===== src/slcd_pkg.sv =====
// Shared types and constants for the serial line command decoder.
`timescale 1ns / 1ps

package slcd_pkg;

    localparam int QUEUE_DEPTH = 2;
    localparam int QPTR_W      = $clog2(QUEUE_DEPTH);
    localparam int QCNT_W      = $clog2(QUEUE_DEPTH + 1);

    localparam logic [31:0] MAG_LIMIT = 32'h8000_0000;

    localparam logic [7:0] CH_LF    = 8'd10;
    localparam logic [7:0] CH_CR    = 8'd13;
    localparam logic [7:0] CH_TAB   = 8'd9;
    localparam logic [7:0] CH_SPACE = 8'd32;
    localparam logic [7:0] CH_PLUS  = 8'd43;
    localparam logic [7:0] CH_MINUS = 8'd45;
    localparam logic [7:0] CH_ZERO  = 8'd48;
    localparam logic [7:0] CH_NINE  = 8'd57;
    localparam logic [7:0] CH_COLON = 8'd58;
    localparam logic [7:0] CH_A     = 8'd65;
    localparam logic [7:0] CH_B     = 8'd66;
    localparam logic [7:0] CH_E     = 8'd69;
    localparam logic [7:0] CH_L     = 8'd76;
    localparam logic [7:0] CH_N     = 8'd78;
    localparam logic [7:0] CH_O     = 8'd79;
    localparam logic [7:0] CH_P     = 8'd80;
    localparam logic [7:0] CH_T     = 8'd84;
    localparam logic [7:0] CH_V     = 8'd86;
    localparam logic [7:0] CH_X     = 8'd88;
    localparam logic [7:0] CH_Y     = 8'd89;
    localparam logic [7:0] CH_UNDER = 8'd95;

    typedef enum logic [1:0] {
        KIND_PLAY   = 2'd0,
        KIND_NEXT   = 2'd1,
        KIND_VOLUME = 2'd2
    } kind_t;

    // Classified byte handed from the front end to the back end.
    typedef struct packed {
        logic [7:0] data;
        logic       term;
        logic       blank;
        logic       space;
        logic       digit;
        logic [3:0] dval;
    } token_t;

endpackage


===== src/slcd_front.sv =====
// Front end: accepts received bytes and classifies them into tokens.
`timescale 1ns / 1ps

module slcd_front
(
    input  logic                clk,
    input  logic                rst_n,
    input  logic                push,
    output logic                full,
    input  logic [7:0]          rx_byte,
    output logic                tok_valid,
    input  logic                tok_ready,
    output slcd_pkg::token_t    tok
);

    logic             valid_reg;
    logic             valid_next;
    slcd_pkg::token_t tok_reg;
    slcd_pkg::token_t tok_class;
    logic             accept;

    always_comb
    begin
        tok_class.data  = rx_byte;
        tok_class.term  = (rx_byte == slcd_pkg::CH_LF) || (rx_byte == slcd_pkg::CH_CR);
        tok_class.blank = (rx_byte == slcd_pkg::CH_SPACE) || (rx_byte == slcd_pkg::CH_TAB);
        tok_class.space = (rx_byte == slcd_pkg::CH_SPACE)
                        || ((rx_byte >= slcd_pkg::CH_TAB) && (rx_byte <= slcd_pkg::CH_CR));
        tok_class.digit = (rx_byte >= slcd_pkg::CH_ZERO) && (rx_byte <= slcd_pkg::CH_NINE);
        tok_class.dval  = rx_byte[3:0];
    end

    assign full       = valid_reg && !tok_ready;
    assign accept     = push && !full;
    assign valid_next = accept || (valid_reg && !tok_ready);

    always_ff @(posedge clk or negedge rst_n)
    begin
        if (!rst_n)
        begin
            valid_reg <= 1'b0;
        end
        else
        begin
            valid_reg <= valid_next;
        end
    end

    always_ff @(posedge clk)
    begin
        if (accept)
        begin
            tok_reg <= tok_class;
        end
    end

    assign tok_valid = valid_reg;
    assign tok       = tok_reg;

endmodule


===== src/slcd_queue.sv =====
// Short token queue between the front end and the back end.
`timescale 1ns / 1ps

module slcd_queue
(
    input  logic                clk,
    input  logic                rst_n,
    input  logic                in_valid,
    output logic                in_ready,
    input  slcd_pkg::token_t    in_tok,
    output logic                out_valid,
    input  logic                out_ready,
    output slcd_pkg::token_t    out_tok
);

    slcd_pkg::token_t                   mem_reg [slcd_pkg::QUEUE_DEPTH];
    logic [slcd_pkg::QPTR_W-1:0]        wr_ptr_reg;
    logic [slcd_pkg::QPTR_W-1:0]        wr_ptr_next;
    logic [slcd_pkg::QPTR_W-1:0]        rd_ptr_reg;
    logic [slcd_pkg::QPTR_W-1:0]        rd_ptr_next;
    logic [slcd_pkg::QCNT_W-1:0]        count_reg;
    logic [slcd_pkg::QCNT_W-1:0]        count_next;
    logic                               wr_en;
    logic                               rd_en;

    assign in_ready  = (count_reg != slcd_pkg::QCNT_W'(slcd_pkg::QUEUE_DEPTH));
    assign out_valid = (count_reg != '0);
    assign wr_en     = in_valid && in_ready;
    assign rd_en     = out_valid && out_ready;
    assign out_tok   = mem_reg[rd_ptr_reg];

    always_comb
    begin
        wr_ptr_next = wr_ptr_reg;
        rd_ptr_next = rd_ptr_reg;
        count_next  = count_reg;
        if (wr_en)
        begin
            wr_ptr_next = (wr_ptr_reg == slcd_pkg::QPTR_W'(slcd_pkg::QUEUE_DEPTH - 1))
                        ? '0 : wr_ptr_reg + 1'b1;
        end
        if (rd_en)
        begin
            rd_ptr_next = (rd_ptr_reg == slcd_pkg::QPTR_W'(slcd_pkg::QUEUE_DEPTH - 1))
                        ? '0 : rd_ptr_reg + 1'b1;
        end
        if (wr_en && !rd_en)
        begin
            count_next = count_reg + 1'b1;
        end
        else if (rd_en && !wr_en)
        begin
            count_next = count_reg - 1'b1;
        end
    end

    always_ff @(posedge clk or negedge rst_n)
    begin
        if (!rst_n)
        begin
            wr_ptr_reg <= '0;
            rd_ptr_reg <= '0;
            count_reg  <= '0;
        end
        else
        begin
            wr_ptr_reg <= wr_ptr_next;
            rd_ptr_reg <= rd_ptr_next;
            count_reg  <= count_next;
        end
    end

    always_ff @(posedge clk)
    begin
        if (wr_en)
        begin
            mem_reg[wr_ptr_reg] <= in_tok;
        end
    end

endmodule


===== src/slcd_back.sv =====
// Back end: line matcher, volume number accumulator and result queue.
`timescale 1ns / 1ps

module slcd_back
(
    input  logic                clk,
    input  logic                rst_n,
    input  logic                tok_valid,
    output logic                tok_ready,
    input  slcd_pkg::token_t    tok,
    input  logic                events_enabled,
    output logic                empty,
    input  logic                pop,
    output logic [1:0]          event_kind,
    output logic signed [31:0]  volume_value
);

    typedef enum logic [19:0] {
        PH_START    = 20'h00001,
        PH_B_T      = 20'h00002,
        PH_B_N      = 20'h00004,
        PH_B_UNDER  = 20'h00008,
        PH_B_PN     = 20'h00010,
        PH_P_L      = 20'h00020,
        PH_P_A      = 20'h00040,
        PH_P_Y      = 20'h00080,
        PH_PLAY     = 20'h00100,
        PH_N_E      = 20'h00200,
        PH_N_X      = 20'h00400,
        PH_N_T      = 20'h00800,
        PH_NEXT     = 20'h01000,
        PH_JUNK     = 20'h02000,
        PH_V_O      = 20'h04000,
        PH_V_L      = 20'h08000,
        PH_V_COLON  = 20'h10000,
        PH_VOL_LEAD = 20'h20000,
        PH_VOL_NUM  = 20'h40000,
        PH_VOL_DONE = 20'h80000
    } phase_t;

    phase_t         phase_reg;
    phase_t         phase_next;
    logic [31:0]    mag_reg;
    logic [31:0]    mag_next;
    logic           neg_reg;
    logic           neg_next;
    logic           ovf_reg;
    logic           ovf_next;
    logic           seen_reg;
    logic           seen_next;

    logic [35:0]    acc;
    logic           take;
    logic           line_hit;
    slcd_pkg::kind_t line_kind;
    logic [31:0]    line_vol;
    logic           res_push;

    slcd_pkg::kind_t             res_kind_reg [slcd_pkg::QUEUE_DEPTH];
    logic [31:0]                 res_vol_reg  [slcd_pkg::QUEUE_DEPTH];
    logic [slcd_pkg::QPTR_W-1:0] res_wr_reg;
    logic [slcd_pkg::QPTR_W-1:0] res_wr_next;
    logic [slcd_pkg::QPTR_W-1:0] res_rd_reg;
    logic [slcd_pkg::QPTR_W-1:0] res_rd_next;
    logic [slcd_pkg::QCNT_W-1:0] res_cnt_reg;
    logic [slcd_pkg::QCNT_W-1:0] res_cnt_next;
    logic                        res_pop;

    assign tok_ready = (res_cnt_reg != slcd_pkg::QCNT_W'(slcd_pkg::QUEUE_DEPTH));
    assign take      = tok_valid && tok_ready;

    // mag * 10 + digit
    assign acc = ({4'b0, mag_reg} << 3) + ({4'b0, mag_reg} << 1) + {32'b0, tok.dval};

    always_comb
    begin
        line_hit  = 1'b0;
        line_kind = slcd_pkg::KIND_PLAY;
        line_vol  = '0;
        unique case (phase_reg)
            PH_PLAY:
            begin
                line_hit  = 1'b1;
                line_kind = slcd_pkg::KIND_PLAY;
            end
            PH_NEXT:
            begin
                line_hit  = 1'b1;
                line_kind = slcd_pkg::KIND_NEXT;
            end
            PH_VOL_LEAD, PH_VOL_NUM, PH_VOL_DONE:
            begin
                line_hit  = 1'b1;
                line_kind = slcd_pkg::KIND_VOLUME;
                if (!seen_reg || ovf_reg)
                begin
                    line_vol = '0;
                end
                else if (neg_reg)
                begin
                    line_vol = 32'd0 - mag_reg;
                end
                else if (mag_reg > (slcd_pkg::MAG_LIMIT - 32'd1))
                begin
                    line_vol = '0;
                end
                else
                begin
                    line_vol = mag_reg;
                end
            end
            default:
            begin
                line_hit = 1'b0;
            end
        endcase
    end

    assign res_push = take && tok.term && line_hit && events_enabled;

    always_comb
    begin
        phase_next = phase_reg;
        mag_next   = mag_reg;
        neg_next   = neg_reg;
        ovf_next   = ovf_reg;
        seen_next  = seen_reg;
        if (take)
        begin
            if (tok.term)
            begin
                phase_next = PH_START;
                mag_next   = '0;
                neg_next   = 1'b0;
                ovf_next   = 1'b0;
                seen_next  = 1'b0;
            end
            else
            begin
                unique case (phase_reg)
                    PH_START:
                    begin
                        if (tok.data == slcd_pkg::CH_B)
                        begin
                            phase_next = PH_B_T;
                        end
                        else if (tok.data == slcd_pkg::CH_V)
                        begin
                            phase_next = PH_V_O;
                        end
                        else
                        begin
                            phase_next = PH_JUNK;
                        end
                    end
                    PH_B_T:     phase_next = (tok.data == slcd_pkg::CH_T) ? PH_B_N : PH_JUNK;
                    PH_B_N:     phase_next = (tok.data == slcd_pkg::CH_N) ? PH_B_UNDER : PH_JUNK;
                    PH_B_UNDER: phase_next = (tok.data == slcd_pkg::CH_UNDER) ? PH_B_PN : PH_JUNK;
                    PH_B_PN:
                    begin
                        if (tok.data == slcd_pkg::CH_P)
                        begin
                            phase_next = PH_P_L;
                        end
                        else if (tok.data == slcd_pkg::CH_N)
                        begin
                            phase_next = PH_N_E;
                        end
                        else
                        begin
                            phase_next = PH_JUNK;
                        end
                    end
                    PH_P_L:     phase_next = (tok.data == slcd_pkg::CH_L) ? PH_P_A : PH_JUNK;
                    PH_P_A:     phase_next = (tok.data == slcd_pkg::CH_A) ? PH_P_Y : PH_JUNK;
                    PH_P_Y:     phase_next = (tok.data == slcd_pkg::CH_Y) ? PH_PLAY : PH_JUNK;
                    PH_PLAY:    phase_next = tok.blank ? PH_PLAY : PH_JUNK;
                    PH_N_E:     phase_next = (tok.data == slcd_pkg::CH_E) ? PH_N_X : PH_JUNK;
                    PH_N_X:     phase_next = (tok.data == slcd_pkg::CH_X) ? PH_N_T : PH_JUNK;
                    PH_N_T:     phase_next = (tok.data == slcd_pkg::CH_T) ? PH_NEXT : PH_JUNK;
                    PH_NEXT:    phase_next = tok.blank ? PH_NEXT : PH_JUNK;
                    PH_V_O:     phase_next = (tok.data == slcd_pkg::CH_O) ? PH_V_L : PH_JUNK;
                    PH_V_L:     phase_next = (tok.data == slcd_pkg::CH_L) ? PH_V_COLON : PH_JUNK;
                    PH_V_COLON:
                    begin
                        phase_next = (tok.data == slcd_pkg::CH_COLON) ? PH_VOL_LEAD : PH_JUNK;
                    end
                    PH_VOL_LEAD, PH_VOL_NUM:
                    begin
                        if (tok.digit)
                        begin
                            seen_next  = 1'b1;
                            phase_next = PH_VOL_NUM;
                            if (!ovf_reg)
                            begin
                                if (acc > {4'b0, slcd_pkg::MAG_LIMIT})
                                begin
                                    ovf_next = 1'b1;
                                    mag_next = slcd_pkg::MAG_LIMIT;
                                end
                                else
                                begin
                                    mag_next = acc[31:0];
                                end
                            end
                        end
                        else if ((phase_reg == PH_VOL_LEAD) && tok.space)
                        begin
                            phase_next = PH_VOL_LEAD;
                        end
                        else if ((phase_reg == PH_VOL_LEAD)
                                 && ((tok.data == slcd_pkg::CH_PLUS)
                                     || (tok.data == slcd_pkg::CH_MINUS)))
                        begin
                            neg_next   = (tok.data == slcd_pkg::CH_MINUS);
                            phase_next = PH_VOL_NUM;
                        end
                        else
                        begin
                            phase_next = PH_VOL_DONE;
                        end
                    end
                    PH_VOL_DONE: phase_next = PH_VOL_DONE;
                    default:     phase_next = PH_JUNK;
                endcase
            end
        end
    end

    always_ff @(posedge clk or negedge rst_n)
    begin
        if (!rst_n)
        begin
            phase_reg <= PH_START;
            mag_reg   <= '0;
            neg_reg   <= 1'b0;
            ovf_reg   <= 1'b0;
            seen_reg  <= 1'b0;
        end
        else
        begin
            phase_reg <= phase_next;
            mag_reg   <= mag_next;
            neg_reg   <= neg_next;
            ovf_reg   <= ovf_next;
            seen_reg  <= seen_next;
        end
    end

    // result queue
    assign empty        = (res_cnt_reg == '0);
    assign res_pop      = pop && !empty;
    assign event_kind   = res_kind_reg[res_rd_reg];
    assign volume_value = res_vol_reg[res_rd_reg];

    always_comb
    begin
        res_wr_next  = res_wr_reg;
        res_rd_next  = res_rd_reg;
        res_cnt_next = res_cnt_reg;
        if (res_push)
        begin
            res_wr_next = (res_wr_reg == slcd_pkg::QPTR_W'(slcd_pkg::QUEUE_DEPTH - 1))
                        ? '0 : res_wr_reg + 1'b1;
        end
        if (res_pop)
        begin
            res_rd_next = (res_rd_reg == slcd_pkg::QPTR_W'(slcd_pkg::QUEUE_DEPTH - 1))
                        ? '0 : res_rd_reg + 1'b1;
        end
        if (res_push && !res_pop)
        begin
            res_cnt_next = res_cnt_reg + 1'b1;
        end
        else if (res_pop && !res_push)
        begin
            res_cnt_next = res_cnt_reg - 1'b1;
        end
    end

    always_ff @(posedge clk or negedge rst_n)
    begin
        if (!rst_n)
        begin
            res_wr_reg  <= '0;
            res_rd_reg  <= '0;
            res_cnt_reg <= '0;
        end
        else
        begin
            res_wr_reg  <= res_wr_next;
            res_rd_reg  <= res_rd_next;
            res_cnt_reg <= res_cnt_next;
        end
    end

    always_ff @(posedge clk)
    begin
        if (res_push)
        begin
            res_kind_reg[res_wr_reg] <= line_kind;
            res_vol_reg[res_wr_reg]  <= line_vol;
        end
    end

endmodule


===== src/serial_line_command_decoder_unit.sv =====
// Top level of the serial line command decoder.
`timescale 1ns / 1ps

// Decodes a stream of received bytes into button and volume events. One byte
// is taken per clock while full is low; the front end registers and classifies
// it, a two-entry queue decouples it from the back end, which advances the
// line matcher and the decimal accumulator (one multiply-by-ten and add) per
// token. A line terminator that completes a command passes the front-end
// register, the token queue and the result queue before its event shows on
// the result ports. The two-entry result queue sets the stall point: when it
// is full, bytes back up into the token queue and then full rises. Nothing is
// delivered while events_enabled is low; set it while the block is idle.
module serial_line_command_decoder_unit
(
    input  logic                clk,
    input  logic                rst_n,
    input  logic                push,
    output logic                full,
    input  logic [7:0]          rx_byte,
    output logic                empty,
    input  logic                pop,
    output logic [1:0]          event_kind,
    output logic signed [31:0]  volume_value,
    input  logic                cfg_we,
    input  logic                cfg_wdata
);

    logic             fe_valid;
    logic             fe_ready;
    slcd_pkg::token_t fe_tok;
    logic             be_valid;
    logic             be_ready;
    slcd_pkg::token_t be_tok;
    logic             events_enabled_reg;

    always_ff @(posedge clk or negedge rst_n)
    begin
        if (!rst_n)
        begin
            events_enabled_reg <= 1'b0;
        end
        else if (cfg_we)
        begin
            events_enabled_reg <= cfg_wdata;
        end
    end

    slcd_front u_front
    (
        .clk       (clk),
        .rst_n     (rst_n),
        .push      (push),
        .full      (full),
        .rx_byte   (rx_byte),
        .tok_valid (fe_valid),
        .tok_ready (fe_ready),
        .tok       (fe_tok)
    );

    slcd_queue u_queue
    (
        .clk       (clk),
        .rst_n     (rst_n),
        .in_valid  (fe_valid),
        .in_ready  (fe_ready),
        .in_tok    (fe_tok),
        .out_valid (be_valid),
        .out_ready (be_ready),
        .out_tok   (be_tok)
    );

    slcd_back u_back
    (
        .clk            (clk),
        .rst_n          (rst_n),
        .tok_valid      (be_valid),
        .tok_ready      (be_ready),
        .tok            (be_tok),
        .events_enabled (events_enabled_reg),
        .empty          (empty),
        .pop            (pop),
        .event_kind     (event_kind),
        .volume_value   (volume_value)
    );

`ifndef SYNTHESIS
    a_kind_legal: assert property (@(posedge clk) disable iff (!rst_n)
        !empty |-> (event_kind == slcd_pkg::KIND_PLAY || event_kind == slcd_pkg::KIND_NEXT
                    || event_kind == slcd_pkg::KIND_VOLUME))
        else $error("result transaction carries an undefined event kind");

    a_button_no_volume: assert property (@(posedge clk) disable iff (!rst_n)
        (!empty && event_kind != slcd_pkg::KIND_VOLUME) |-> volume_value == 32'sd0)
        else $error("button event carries a nonzero volume");

    a_disabled_silent: assert property (@(posedge clk) disable iff (!rst_n)
        (!events_enabled_reg && empty) |=> empty)
        else $error("result produced while events are disabled");

    a_token_held: assert property (@(posedge clk) disable iff (!rst_n)
        (fe_valid && !fe_ready) |=> (fe_valid && $stable(fe_tok)))
        else $error("stalled token changed before the queue took it");
`endif

endmodule


===== config.mk =====
export PLATFORM = sky130hd
export DESIGN_NAME = serial_line_command_decoder_unit
export DESIGN_NICKNAME = d
export VERILOG_FILES = /design/src/slcd_pkg.sv /design/src/slcd_front.sv /design/src/slcd_queue.sv /design/src/slcd_back.sv /design/src/serial_line_command_decoder_unit.sv
export SDC_FILE = /design/constraint.sdc
export NUM_CORES = 1
export LEC_CHECK = 0
export BUFFER_PORTS_ARGS = -buffer_cell sky130_fd_sc_hd__buf_2
export CORE_MARGIN = 8
export CORE_UTILIZATION = 60
export CTS_BUF_LIST = sky130_fd_sc_hd__clkbuf_8
export DETAILED_ROUTE_END_ITERATION = 12
export PLACE_DENSITY = 0.88
export SKIP_LAST_GASP = 1
export SYNTH_ARGS = -nofsm -noshare
export SYNTH_HDL_FRONTEND = slang
export SYNTH_SLANG_ARGS = --single-unit

===== constraint.sdc =====
create_clock -name clk -period 10.8 [get_ports clk]
set_clock_uncertainty 0.1 [all_clocks]
set_input_delay 2.16 -clock clk [delete_from_list [all_inputs] [get_ports clk]]
set_output_delay 2.16 -clock clk [all_outputs]
set_load 0.05 [all_outputs]

==> results.txt <==
For the worst setup path, the data required time is roughly 11,000 ps. The net count of the finished layout came out at between 1,000 and 1,500. The core footprint came out at between 15,000 and 20,000 µm². The non-filler instance count after layout came out at ~1,300. The total global-route track usage came out at between 20% and 30%. In the final layout, the multi-input gates occupy approximately 5400 µm². After detailed placement, the total cell area comes to around 11,000 µm².

The total DRC errors in the routed layout is 0. For the pin with the worst max-slew slack, the measured transition is between 1000 and 1500 ps. The maximum frequency from static timing analysis came out at 169 MHz.

The maximum vdd ir drop came out at around 0.15 mV. The cell count after placement came out at roughly 1,300. The clock latency on the worst-skew pair is 460 ps.

The final count of pins violating max slew is 0. CTS saw approximately 170 sinks. The detail-routed via count per cell came out at 6.57.

The register with the most flip-flops in the layout has 64 of them. The combined flip-flop and latch cell area is around 4800 µm². STA classifies the critical path startpoint as a flop.

The die outline width is around 150 µm. The routed layout has around 8,400 vias. The data arrival time at the worst-slack endpoint came out at 6160 ps. The number of antenna diodes came out at 0. The initial antenna violation count is 0. The number of synthesized flops with an enable pin came out at roughly 100.

The worst slew margin relative to its limit came out at ~17%. Along the worst path, the maximum fanout reaches 15. The post-synthesis compound-gate area fraction came out at 15.9%. The startpoint identified for the worst register-to-register timing path is u_queue.rd_ptr_reg. Entering global routing, the biggest net connects 66 pins. The area growth from synthesis to layout is 7.59%.

Max-cap violations in this run came to 0. The area of the die is 21,700 µm². The total of fill cells in the finished design came out at roughly 1,300. The dominant combinational cell family by area after synthesis is simple AND/OR/NAND/NOR gates. The post-detailed-placement half-perimeter wirelength is between 15,000 and 20,000 µm. The total of endpoints with negative setup slack in the final report is 0. The final number of hold-violating endpoints was 0. The first global-routing pass estimated 39,500 µm of wire. The register clock-pin slew on the reported worst setup and hold paths is about 80 ps. Counting flops with an async set or reset pin after synthesis yields a share of approximately 38%.

The worst setup path is captured at a flop. The number of buffers added to fix hold violations after cts is 0. The number of buffers inserted during clock tree synthesis is 17. The finished cells cover between 10,000 and 15,000 µm². After Yosys synthesis, and, or, nand and nor cells account for approximately a fifth of the synthesized area. The critical path is of the reg2reg type. Once detail routing completed, the nets flagged for antenna violations numbered 0. The starting density of the core is about three fifths. The type of the worst min-delay path is reg2reg. In this run the most critical hold path is launched from u_front.tok[12]. The flow ran to the end, and the final reports show no timing, DRC or antenna violations. After layout, the minimum clock period comes to between 5000 and 6000 ps. TritonCTS built the clock tree. Port buffering added 49 buffers. The post-synth net total came out at roughly 1,100.

The combined area of all synthesized cells came out at about 10,000 µm². For this run the aggregate overflow at the end of global routing stands at 0. The root buffer cell chosen for the clock tree is clkbuf_8. The most common flop cell mapped by yosys is edfxtp_1. The power per cell area came out at between 150 and 200 nW/µm². The average footprint of a synthesized cell came out at ~10 µm².

The leakage power is 4.46 nW. Of the post-synthesis cell area, the part taken by muxes is 5.31%. Pin placement for this block handled 50 I/O pins. The number of distinct library cells after synthesis is 70.

The total negative setup slack came out at 0 ps. The post-detailed-route wirelength per cell came out at ~19 µm. Setup repair after global routing left no endpoint under its margin. The number of instances in the synthesized netlist is about 1,000. The post-CTS resize count came out at 0. The xor/xnor cell area share of the yosys netlist is approximately 3.6%. The count of routing violations after the opening detailed-route iteration is a little over 1,000. The H-tree generated during clock tree synthesis spans 4 levels. The number of iterations in the first detailed-routing pass came out at 6. The final clock period utilization by the worst path is 54.7%.

The buffer depth of the longest clock path is 2. The most critical setup path has its startpoint at u_queue.rd_ptr_reg. The final wirelength is about 24,000 µm. Synthesis inferred ~170 register bits. The fraction of layout cells with a size suffix above 1 is roughly 15%. The die height is around 150 µm.

The synthesized-area fraction occupied by adder cells came out at under 10%. The via count of the first global-routing pass came out at about 8,000. The number of synthesis warnings is 0. The final weighted congestion in routability-driven placement is 0.911. The sequential fraction of the synthesis area is a little under half. The post-CTS setup-driven buffer insertion count came out at 0. The number of placement rows is 48.
per-stage QoR:
stage          utilization [%]  power, W  hold WS, ps  setup WS (ps)
6_report                  65.2   0.00195          353           4900
5_1_grt                   65.2   0.00204          370           4480
4_1_cts                   65.2   0.00195          358           4950
3_5_place_dp              63.3   0.00157          337           5050
3_3_place_gp              63.3   0.00155          324           5360
2_1_floorplan                -   0.00139          321           5700
synthesized netlist by cell type (all sizes together) (12+ instances only):
cell type | number | area (µm²)
clkbuf | 33 | 124
a21oi | 73 | 365
o21a | 14 | 105
nand3 | 47 | 235
nor2 | 56 | 210
mux2 | 40 | 450
o21ai | 69 | 345
or3 | 16 | 110
xnor2 | 24 | 210
nor3 | 17 | 90.1
dfrtp | 64 | 1600
or2 | 18 | 113
nand2 | 85 | 319
a32o | 19 | 190
ha | 67 | 838
xor2 | 19 | 166
edfxtp | 104 | 3120
inv | 24 | 90.1
o31ai | 14 | 133
nor4 | 14 | 87.6
nor2b | 12 | 75.1
nand4 | 24 | 150
power breakdown:
part | internal (W) | switching, W | leakage (nW)
clock | 0.000158 | 0.000230 | 0.164
sequential | 0.000749 | 0.0000526 | 1.86
combinational | 0.000223 | 0.000536 | 2.44
worst max-delay path: stages, from the launching register on:
cell and delay, ps:
dfrtp_1 760, mux2i_1 540, inv_1 230, ha_1 330
ha_1 240, fa_1 440, a211oi_1 350, o21ai_0 220
a22oi_1 350, and3_1 230, o211ai_1 80, or3b_2 480
nor4bb_1 250, nor4bb_1 430, o211ai_1 420, o21ai_0 340
routing by layer:
layer	GRT usage, %	routed length (µm)	part of all wire [%]	up-vias
met2	34.7	11200	46	409
met3	4.59	2140	8.8	40
met1	30.1	10500	43	4037
met5	0	0	0	-
li1	-	-	-	3934
met4	7.39	370	1.5	0
worst paths after layout:
| check | to | slack [ps] | cells past startpoint |
|---|---|---|---|
| worst max-delay path | u_back.mag_reg[4] | 4900 | 15 |
| max in group asynchronous | u_back.mag_reg[31] | 8260 | 2 |
| min in group asynchronous | u_back.phase_reg[12] | 1760 | 2 |
| worst max register to register | u_back.mag_reg[4] | 4900 | 15 |
| worst min-delay path | u_queue.mem_reg[1][12] | 350 | 0 |
| worst min register to register | u_queue.mem_reg[1][12] | 350 | 0 |
area by class of cell:
type | instances | area share (%)
multi-input cells | 777 | 48.5
flip-flops and latches | 169 | 42.6
repair buffers | 56 | 2.67
well taps | 225 | 2.52
clock buffers | 17 | 2.10
clock inverters | 14 | 0.875
inverters | 24 | 0.807
cells in the final DEF, fill, tap and decap left out, drive strengths merged, types with 6 or more instances in the layout:
master,instances
nand2b,11
nor3b,8
xor2,19
nor4b,8
edfxtp,104
nor4,14
nor2b,12
o31ai,14
nor3,17
and3,10
mux2i,10
a31oi,8
nand3,47
or4,11
nand2,85
a32o,19
clkinv,6
a21o,8
o21ai,69
or3,16
dfrtp,64
or2,18
mux2,40
clkbuf,17
and2,10
inv,29
o21a,14
xnor2,24
a21oi,73
nand4,24
o211ai,7
ha,67
nor2,56
buf,56
logic make-up (layout without fill, tap and decap cells):
| family | after synthesis | in the layout |
|---|---|---|
| mux | 50 | 50 |
| xor+xnor | 43 | 43 |
| compound gates | 254 | 254 |
| fa+ha+maj | 69 | 69 |
| flops | 169 | 169 |
| buf+inv | 61 | 111 |
| simple gates | 361 | 361 |
Note: power is estimated with default switching activity, not from simulation.
